==> config.mk <==
export PLATFORM = sky130hd
export DESIGN_NAME = masked_signature_classifier
export DESIGN_NICKNAME = d
export VERILOG_FILES = /design/src/rtl/msc_pkg.sv /design/src/rtl/msc_ram.sv /design/src/rtl/msc_ctrl.sv /design/src/rtl/msc_dp.sv /design/src/rtl/masked_signature_classifier.sv
export SDC_FILE = /design/constraint.sdc
export NUM_CORES = 2
export LEC_CHECK = 0
export BUFFER_PORTS_ARGS = -buffer_cell sky130_fd_sc_hd__buf_4
export CAP_MARGIN = 15
export CORE_MARGIN = 2
export CORE_UTILIZATION = 65
export DETAILED_ROUTE_END_ITERATION = 8
export PLACE_DENSITY = 0.81
export SETUP_SLACK_MARGIN = 0.3
export SLEW_MARGIN = 25
export SYNTH_ARGS = -nofsm -noshare
export SYNTH_HDL_FRONTEND = slang
export SYNTH_MEMORY_MAX_BITS = 65536
export SYNTH_SLANG_ARGS = --single-unit
==> constraint.sdc <==
create_clock -name clk_i -period 15.55 [get_ports clk_i]
set_input_delay 1.555 -clock clk_i [delete_from_list [all_inputs] [get_ports clk_i]]
set_output_delay 1.555 -clock clk_i [all_outputs]
set_load 0.01 [all_outputs]
==> src/rtl/msc_pkg.sv <==
package msc_pkg;

  localparam int COMPONENTS = 8;
  localparam int LEVEL_BITS = 8;
  localparam int SCENARIOS  = 64;

  localparam int LANE_W  = 8;
  localparam int LEVELS_W = 64;
  localparam int MASK_W  = 8;
  localparam int ID_W    = 6;
  localparam int CNT_W   = $clog2(SCENARIOS + 1);
  localparam int IDX_W   = (SCENARIOS > 1) ? $clog2(SCENARIOS) : 1;
  localparam int ENTRY_W = LEVELS_W + IDX_W;

  typedef struct packed {
    logic                first_of_set;
    logic [LEVELS_W-1:0] price_levels;
  } msc_in_t;

  typedef struct packed {
    logic [ID_W-1:0] class_id;
    logic [ID_W-1:0] representative;
    logic            new_class;
    logic            overflow;
  } msc_out_t;

  typedef struct packed {
    logic load;
    logic scan;
    logic finish;
    logic emit_ovf;
  } msc_cmd_t;

  typedef struct packed {
    logic full;
    logic hit;
    logic miss;
  } msc_sts_t;

  typedef enum logic [1:0] {
    ST_IDLE,
    ST_CHECK,
    ST_SCAN
  } msc_state_e;

  function automatic logic [LEVELS_W-1:0] signature_of(
    input logic [LEVELS_W-1:0] levels,
    input logic [MASK_W-1:0]   mask
  );
    logic [LEVELS_W-1:0] sig;
    sig = '0;
    for (int c = 0; c < COMPONENTS; c++) begin
      if (mask[c]) begin
        sig[c*LANE_W +: LEVEL_BITS] = levels[c*LANE_W +: LEVEL_BITS];
      end
    end
    return sig;
  endfunction

endpackage

==> src/rtl/msc_ram.sv <==
module msc_ram #(
  parameter int WIDTH = 8,
  parameter int DEPTH = 64
) (
  input  logic                             clk_i,
  input  logic                             we_i,
  input  logic [$clog2(DEPTH > 1 ? DEPTH : 2)-1:0] waddr_i,
  input  logic [WIDTH-1:0]                 wdata_i,
  input  logic                             re_i,
  input  logic [$clog2(DEPTH > 1 ? DEPTH : 2)-1:0] raddr_i,
  output logic [WIDTH-1:0]                 rdata_o
);

  logic [WIDTH-1:0] mem [DEPTH];

  always_ff @(posedge clk_i) begin
    if (we_i) begin
      mem[waddr_i] <= wdata_i;
    end
    if (re_i) begin
      rdata_o <= mem[raddr_i];
    end
  end

endmodule

==> src/rtl/msc_ctrl.sv <==
module msc_ctrl (
  input  logic              clk_i,
  input  logic              rst_ni,
  input  logic              start,
  output logic              busy,
  input  msc_pkg::msc_sts_t sts_i,
  output msc_pkg::msc_cmd_t cmd_o
);
  import msc_pkg::*;

  msc_state_e state_q, state_d;

  always_ff @(posedge clk_i or negedge rst_ni) begin
    if (!rst_ni) begin
      state_q <= ST_IDLE;
    end else begin
      state_q <= state_d;
    end
  end

  always_comb begin
    state_d = state_q;
    cmd_o   = '0;
    busy    = 1'b1;
    case (state_q)
      ST_IDLE: begin
        busy = 1'b0;
        if (start) begin
          cmd_o.load = 1'b1;
          state_d    = ST_CHECK;
        end
      end
      ST_CHECK: begin
        if (sts_i.full) begin
          cmd_o.emit_ovf = 1'b1;
          state_d        = ST_IDLE;
        end else begin
          state_d = ST_SCAN;
        end
      end
      ST_SCAN: begin
        cmd_o.scan = 1'b1;
        if (sts_i.hit || sts_i.miss) begin
          cmd_o.finish = 1'b1;
          state_d      = ST_IDLE;
        end
      end
      default: begin
        state_d = ST_IDLE;
      end
    endcase
  end

endmodule

==> src/rtl/msc_dp.sv <==
module msc_dp (
  input  logic                     clk_i,
  input  logic                     rst_ni,
  input  logic                     cfg_we_i,
  input  logic [msc_pkg::MASK_W-1:0] cfg_data_i,
  input  msc_pkg::msc_in_t         in_i,
  input  msc_pkg::msc_cmd_t        cmd_i,
  output msc_pkg::msc_sts_t        sts_o,
  output logic                     result_valid_o,
  output msc_pkg::msc_out_t        result_o
);
  import msc_pkg::*;

  logic [MASK_W-1:0]   mask_q;
  logic [LEVELS_W-1:0] sig_q;
  logic [CNT_W-1:0]    class_cnt_q, class_cnt_d;
  logic [CNT_W-1:0]    scen_cnt_q, scen_cnt_d;
  logic [CNT_W-1:0]    issue_q, issue_d;
  logic                pend_q, pend_d;
  logic [IDX_W-1:0]    pend_idx_q;
  logic                valid_q;
  msc_out_t            result_q;

  logic                rd_en;
  logic [ENTRY_W-1:0]  rd_data;
  logic                wr_en;
  logic [ENTRY_W-1:0]  wr_data;

  assign rd_en   = cmd_i.scan && (issue_q < class_cnt_q);
  assign wr_en   = cmd_i.finish && !sts_o.hit;
  assign wr_data = {sig_q, scen_cnt_q[IDX_W-1:0]};

  assign sts_o.full = (scen_cnt_q >= CNT_W'(SCENARIOS));
  assign sts_o.hit  = pend_q && (rd_data[ENTRY_W-1:IDX_W] == sig_q);
  assign sts_o.miss = !pend_q && (issue_q == class_cnt_q);

  msc_ram #(
    .WIDTH (ENTRY_W),
    .DEPTH (SCENARIOS)
  ) u_table (
    .clk_i   (clk_i),
    .we_i    (wr_en),
    .waddr_i (class_cnt_q[IDX_W-1:0]),
    .wdata_i (wr_data),
    .re_i    (rd_en),
    .raddr_i (issue_q[IDX_W-1:0]),
    .rdata_o (rd_data)
  );

  always_comb begin
    class_cnt_d = class_cnt_q;
    scen_cnt_d  = scen_cnt_q;
    issue_d     = issue_q;
    pend_d      = pend_q;
    if (cmd_i.load) begin
      if (in_i.first_of_set) begin
        class_cnt_d = '0;
        scen_cnt_d  = '0;
      end
      issue_d = '0;
      pend_d  = 1'b0;
    end else if (cmd_i.scan) begin
      pend_d = rd_en;
      if (rd_en) begin
        issue_d = issue_q + CNT_W'(1);
      end
      if (cmd_i.finish) begin
        scen_cnt_d = scen_cnt_q + CNT_W'(1);
        if (!sts_o.hit) begin
          class_cnt_d = class_cnt_q + CNT_W'(1);
        end
      end
    end
  end

  always_ff @(posedge clk_i or negedge rst_ni) begin
    if (!rst_ni) begin
      mask_q      <= '0;
      class_cnt_q <= '0;
      scen_cnt_q  <= '0;
      issue_q     <= '0;
      pend_q      <= 1'b0;
      valid_q     <= 1'b0;
    end else begin
      if (cfg_we_i) begin
        mask_q <= cfg_data_i;
      end
      class_cnt_q <= class_cnt_d;
      scen_cnt_q  <= scen_cnt_d;
      issue_q     <= issue_d;
      pend_q      <= pend_d;
      valid_q     <= cmd_i.finish || cmd_i.emit_ovf;
    end
  end

  always_ff @(posedge clk_i) begin
    if (cmd_i.load) begin
      sig_q <= signature_of(in_i.price_levels, mask_q);
    end
    if (rd_en) begin
      pend_idx_q <= issue_q[IDX_W-1:0];
    end
    if (cmd_i.emit_ovf) begin
      result_q <= '{class_id: '0, representative: '0, new_class: 1'b0, overflow: 1'b1};
    end else if (cmd_i.finish) begin
      if (sts_o.hit) begin
        result_q.class_id       <= ID_W'(pend_idx_q);
        result_q.representative <= ID_W'(rd_data[IDX_W-1:0]);
        result_q.new_class      <= 1'b0;
      end else begin
        result_q.class_id       <= ID_W'(class_cnt_q);
        result_q.representative <= ID_W'(scen_cnt_q);
        result_q.new_class      <= 1'b1;
      end
      result_q.overflow <= 1'b0;
    end
  end

  assign result_valid_o = valid_q;
  assign result_o       = result_q;

endmodule

==> src/rtl/masked_signature_classifier.sv <==
// Channel  | Handshake                     | Payload
// ---------+-------------------------------+------------------------------------------
// input    | start (in), busy (out)        | in_i: first_of_set, price_levels
// result   | result_valid_o strobe only    | result_o: class_id, representative, flags
// config   | cfg_valid_i, cfg_ready_o      | cfg_data_i: probe_mask
//
// A scenario is taken when start is high and busy is low. On set overflow the
// result strobe follows the check state; otherwise the class table is swept
// in class order until stored class K matches or all C stored classes miss.
// The one registered read port of the class table sets the pace: one stored
// signature per cycle, with the read data registered. The strobe cycle has
// busy low, so a new scenario may start there. Reset clears the counts and the
// probe mask; the class table holds no reset state and is read only where
// written.
// The result receiver cannot stall: each result shows for one cycle only.
module masked_signature_classifier (
  input  logic                       clk_i,
  input  logic                       rst_ni,
  input  logic                       start,
  output logic                       busy,
  input  msc_pkg::msc_in_t           in_i,
  output logic                       result_valid_o,
  output msc_pkg::msc_out_t          result_o,
  input  logic                       cfg_valid_i,
  output logic                       cfg_ready_o,
  input  logic [msc_pkg::MASK_W-1:0] cfg_data_i
);
  import msc_pkg::*;

  msc_cmd_t cmd;
  msc_sts_t sts;

  // Take mask writes only between transactions.
  assign cfg_ready_o = !busy;

  // Sequence: load and mask the scenario, check for set overflow, then sweep
  // the stored signatures in class order until a match or the end.
  msc_ctrl u_ctrl (
    .clk_i  (clk_i),
    .rst_ni (rst_ni),
    .start  (start),
    .busy   (busy),
    .sts_i  (sts),
    .cmd_o  (cmd)
  );

  // Hold the counts, the class table and the registered result.
  msc_dp u_dp (
    .clk_i          (clk_i),
    .rst_ni         (rst_ni),
    .cfg_we_i       (cfg_valid_i && cfg_ready_o),
    .cfg_data_i     (cfg_data_i),
    .in_i           (in_i),
    .cmd_i          (cmd),
    .sts_o          (sts),
    .result_valid_o (result_valid_o),
    .result_o       (result_o)
  );

endmodule

Word-level counts from Yosys, hierarchy flattened
Memory sizes are Yosys's and may differ from the RTL's. A register that Yosys moved wholly into a read port is not among the register bits. Index checks and enable logic that the tools add are counted.

Memory bits (writable): 4480. Memories: 1. Logic and storage cells: 78. Bits of input ports: 77. Bits in registers: 117.

Equality and inequality tests: 8. Order comparisons: 2. Muxes and demuxes: 27. Reductions and logical operators: 17. Add/sub/neg operators: 3.

Memory list: u_dp.u_table.mem (depth 64, bits a word 70, read ports 1, clocked after memory_dff 1, write ports 1, RTL line msc_ram.sv:14) `logic [WIDTH-1:0] mem [DEPTH];`.

Operators with widths (number): $mux 7 (11); $eq 64x64->1 (1); $add 7x1->7 const B (3); $mux 13 (1); $mux 1 (10); $mux 2 (4); $eq 7x7->1 (1); $ge 7x7->1 const B (1); $lt 7x7->1 (1); $ne 2x2->1 const B (3); $pmux 2 s3 (1); $reduce_bool 2->1 (3); $logic_and 1x1->1 (5); $reduce_and 2->1 (2); $reduce_and 4->1 (1); $reduce_and 3->1 (1); $eq 2x1->1 const B (1); $eq 2x2->1 const B (1); $logic_not 1->1 (2); $logic_not 2->1 (1); $logic_or 1x1->1 (2); $ne 2x1->1 const B (1).

Logic depth before layout (Yosys ltp)
Word-level depth: 9. Gate-level depth with buffers: 13.

By module
From an unflattened synthesis, not the netlist that was laid out.

Cells, all modules: 7944. Area, all modules: 178144.6 sq um.

Modules (own cells, without submodules): msc_ram (seq. area each 136631.0 sq um, area each 172153.9 sq um, cells each 7411, instances 1); msc_dp (seq. area each 3158.0 sq um, area each 5869.4 sq um, cells each 519, instances 1); msc_ctrl (seq. area each 50.0 sq um, area each 111.4 sq um, cells each 12, instances 1); masked_signature_classifier (seq. area each 0.0 sq um, area each 10.0 sq um, cells each 2, instances 1).

Worst setup path after synthesis
OpenSTA, ideal clock, no wires.

Path type: reg2reg. From: register u_dp.issue_q[0]. To: memory u_dp.u_table.mem[57][0] (netlist name), enable pin. Path slack: 9.270 ns. Clock period less this slack: 6.280 ns. Arrival: 5.782 ns. Stages on the path, launching flop included: 13. Required time: 15.051 ns. Path through: dfrtp_1 buf_2 buf_2 buf_1 inv_1 ha_1 nand4_1 or4_1 nand2b_1 clkbuf_1 nor2_1 nand3_1 nor2_1.

Cells in the longest elaborated chain, start to end: 8.

RTL lines: start, declared (RTL line msc_dp.sv:18) `logic [CNT_W-1:0] issue_q, issue_d;`; start signal, assigned (RTL line msc_dp.sv:90) `issue_q <= issue_d;`; $eq 7x7->1 (RTL line msc_dp.sv:35) `assign sts_o.miss = !pend_q && (issue_q == class_cnt_q);`; $logic_and 1x1->1 (RTL line msc_dp.sv:35); $logic_or 1x1->1 (RTL line msc_ctrl.sv:43) `if (sts_i.hit || sts_i.miss) begin`; $mux 1 (RTL line msc_ctrl.sv:43); $mux 2 (RTL line msc_ctrl.sv:25) `case (state_q)`; $logic_and 1x1->1 (RTL line msc_dp.sv:30) `assign wr_en = cmd_i.finish && !sts_o.hit;`; $mux 1 (RTL line msc_ram.sv:17) `if (we_i) begin`; $mux 1 (implied by the code) (RTL line msc_ram.sv:18) `mem[waddr_i] <= wdata_i;`; end, declared (RTL line msc_ram.sv:14).

Every way passes these cells.

Worst setup path after layout
From: register u_dp.issue_q[2]. To: memory u_dp.u_table.mem[45][36] (netlist name), enable pin.

The elaborated chain is that of the path after synthesis.

==> results.md <==
* 574000 um — overall routed net length
* 0.268 — share of total power consumed by net switching
* 10.5k — Post-Place Cells
* register — kind of start point of the critical path
* false — setup repair after global routing missed its margin
* 7440 — layout net count
* 0.164 — power share of the combinational group
* 0 — final max-slew violation count
* 526 um — die width
* 0.00707 — Async S/R FF share, synth
* 432 — total clock buffers created by CTS
* 249000 um — Detailed Place HPWL
* 1.03 ns — clk_lat worst skew
* 92.5k — number of global-route vias before repair
* finished with violations — result of the run
* 0.469 — period utilization
* 158 nW/um^2 — power per cell area
* 11.3k — final cell count without fillers
* 786000 um — wire length of the first global-routing pass
* 7.30 ns — clock period minus worst slack
* 0.653 — Starting Density
* 0 — hold_buf cts
* 526 um — die height
* 0 — max_cap viols
* 4620 — number of enable flip-flop cells after synthesis
* 276000 um^2 — die area
* 0 — Overflow after GRT
* 6899 — gate count after technology mapping
* 9 — DRT Pass-1 Iters
* 137 MHz — FMAX
* 0.167 mV — Peak VDD IR
* 12.6k — filler instances
* reg -> reg — crit path kind
* 271000 um^2 — placeable core region
* 12.0% — Synth-to-Final Area Change
* register — element type at the critical path end
* 0 — final setup violation count
* 0 — Syn. warnings
* 93 — port buffer count
* 30 — initial antenna violation count
* 177000 um^2 — cell area after synthesis
* 8.41 mW — Net Switching
* 36100 um^2 — area of the multi-input gates
* 1.23 ns — Worst Tran Pin Value
* 4667 — flops & latches, synth
* 50.8 um — detail-routed net length per standard cell
* 4 — buffers from clock root to sink, at most
* sky130_fd_sc_hd__edfxtp_1 78%, sky130_fd_sc_hd__mux4_2 19%, sky130_fd_sc_hd__dfrtp_1 0.47%, sky130_fd_sc_hd__clkbuf_1 0.43%, sky130_fd_sc_hd__xor2_1 0.25% — top cells by area in the synthesized netlist
* 0.422 — global routing usage summed across all routing layers
* 48 — largest fanout on the critical path
* reg -> reg — class of the tightest hold or removal check
* sky130_fd_sc_hd__clkbuf_16 — Root Driver
* 5 — CTS H-tree lvls
* 0.876 — placer congestion estimate
* 0 ns — sum of negative setup slack
* 0.182 — worst relative slew slack
* 0.534 ns — Final Hold Slack
* 0 — ANT nets after route
* 7.90 ns — worst endpoint data arrival time
* 0.0622 ns — Layout Skew
* 0.784 — area fraction of the dominant cell type after synthesis
* 0.07 ns — clock edge transition at the registers on the reported setup and hold paths
* 4620 x sky130_fd_sc_hd__edfxtp_1, 1470 x sky130_fd_sc_hd__mux4_2, 202 x sky130_fd_sc_hd__clkbuf_1 — commonest cells in the synthesized netlist
* 94 — Ports
* 0.357 — portion of total power attributed to the clock network
* yes — clock tree from TritonCTS
* 6986 — syn nets
* 191 — placement row count
* 8.23 — post-detailed-route via-to-cell ratio
* 0.479 — sequential share of power
* 93.1k — via count of the routed design
* DRC — violations in the final reports
* 155 — pin count of the biggest net entering global routing
* 198000 um^2 — post-layout instance area
* 183000 um^2 — Placed Area
* 22.9 mW — Internal Dissipation
* 16.15 ns — required time at the endpoint of the critical path
* 60.4 nW — Leakage
* 7 — DR DRC count
* 0 — final hold violations
* sky130_fd_sc_hd__edfxtp_1 — most repeated cell in the gate-level netlist after synthesis
* sky130_fd_sc_hd__edfxtp_1 — flip-flop cell with the highest count after synthesis
* 0 — Gates resized, CTS repair
* 20.0k — number of DRC violations after detailed-routing iteration 0
* 0.790 — sequential-to-total area share from yosys stat
* 25.6 um^2 — syn_area_per_cell
* 0 — post-CTS setup buffer count
* 140000 um^2 — register area
* 0.332 — layout cell share with drive strength beyond 1
* 4667 — number of sinks driven by the clock tree
* 52 — post-synth cell types
* sky130_fd_sc_hd__edfxtp_1 — largest area contributor in the synthesized netlist
-- registers in the layout (all words and copies together), names as in the netlist --
register	flops
u_dp.mask_q	8
u_dp.sig_q	64
u_ctrl.state_q	2
u_dp.scen_cnt_q	7
u_dp.result_valid_o	1
u_dp.pend_q	1
u_dp.pend_idx_q	6
u_dp.u_table.mem	4480
u_dp.result_o	14
u_dp.class_cnt_q	7
u_dp.u_table.rdata_o	70
u_dp.issue_q	7
-- path summary, 6_finish.rpt --
check | startpoint | endpoint | slack (ns) | cells after the start
min | u_dp.pend_idx_q[5] | u_dp.result_o[13] | 0.53 | 1
min reg2reg | u_dp.pend_idx_q[5] | u_dp.result_o[13] | 0.53 | 1
max reg2reg | u_dp.issue_q[2] | u_dp.u_table.mem[45][36] | 8.25 | 8
max | u_dp.issue_q[2] | u_dp.u_table.mem[45][36] | 8.25 | 8
min in group asynchronous | rst_ni | u_dp.mask_q[1] | 0.70 | 1
max in group asynchronous | rst_ni | u_dp.issue_q[1] | 14.14 | 1
-- cell families after synthesis --
family | after synthesis | share of synthesized area
compound gates | 64 | 0.00271
xor+xnor | 54 | 0.00267
fa+ha+maj | 10 | 0.000707
buf+inv | 372 | 0.00840
flops | 4667 | 0.790
mux | 1483 | 0.188
simple gates | 249 | 0.00711
-- per-layer routing --
layer	track usage	vias up	part of all wire
met5	0	-	0.00023
met1	0.529	47700	0.29
met4	0.284	20	0.088
met2	0.642	11500	0.47
li1	-	31100	-
met3	0.134	2782	0.15
-- through the flow --
step / utilization / setup slack [ns] / total power, mW
after floorplan: - / 9.27 / 18.4
after global placement: 0.677 / 8.10 / 19.7
after detailed placement: 0.677 / 7.96 / 20.0
after CTS: 0.730 / 7.76 / 31.2
after global routing: 0.732 / 8.07 / 31.8
final: 0.732 / 8.25 / 31.4
-- power by group through the flow --
stage	sequential (mW)	clock, mW	combinational (mW)
after detailed placement	15.2	0	4.72
final	15.0	11.2	5.13
after global routing	15.0	11.6	5.25
after floorplan	15.6	0	2.84
after global placement	15.2	0	4.50
after CTS	15.0	11.2	5.01
-- layout make-up --
| type | instances | area share |
|---|---|---|
| inverter | 28 | 0.000568 |
| multi-input combinational | 1860 | 0.182 |
| timing repair buffer | 364 | 0.0161 |
| clock inverter | 273 | 0.0154 |
| sequential | 4667 | 0.706 |
| clock buffer | 531 | 0.0570 |
| tap | 3570 | 0.0225 |
| antenna | 15 | 0.000189 |
-- critical path: stages, from the launching register on --
cell and delay (ns):
sky130_fd_sc_hd__dfrtp_4 1.21, sky130_fd_sc_hd__ha_1 0.34, sky130_fd_sc_hd__nand4_1 0.14, sky130_fd_sc_hd__or4_1 0.62, sky130_fd_sc_hd__nor2_1 0.85, sky130_fd_sc_hd__nand4_1 0.96, sky130_fd_sc_hd__nor2_4 0.95, sky130_fd_sc_hd__buf_4 0.76
sky130_fd_sc_hd__buf_4 0.97
-- cells in the final DEF, fill, tap and decap left out, drive strengths merged, types with 8 or more instances in the layout --
cell type | Yosys | routed
o221a | 12 | 12
ha | 10 | 10
edfxtp | 4620 | 4620
buf | 142 | 364
mux4 | 1470 | 1470
nand3 | 27 | 27
dfxtp | 14 | 14
clkinvlp | 0 | 13
nor4 | 13 | 13
and2 | 65 | 65
clkbuf | 202 | 531
xor2 | 50 | 50
diode | 0 | 15
nor3 | 9 | 9
o21ai | 12 | 12
clkinv | 0 | 195
a21oi | 10 | 10
dfrtp | 33 | 33
nand2 | 23 | 23
mux2 | 8 | 8
inv | 28 | 39
bufinv | 0 | 54
nor2 | 85 | 85
No activity file was read; power rests on OpenSTA's default activity.
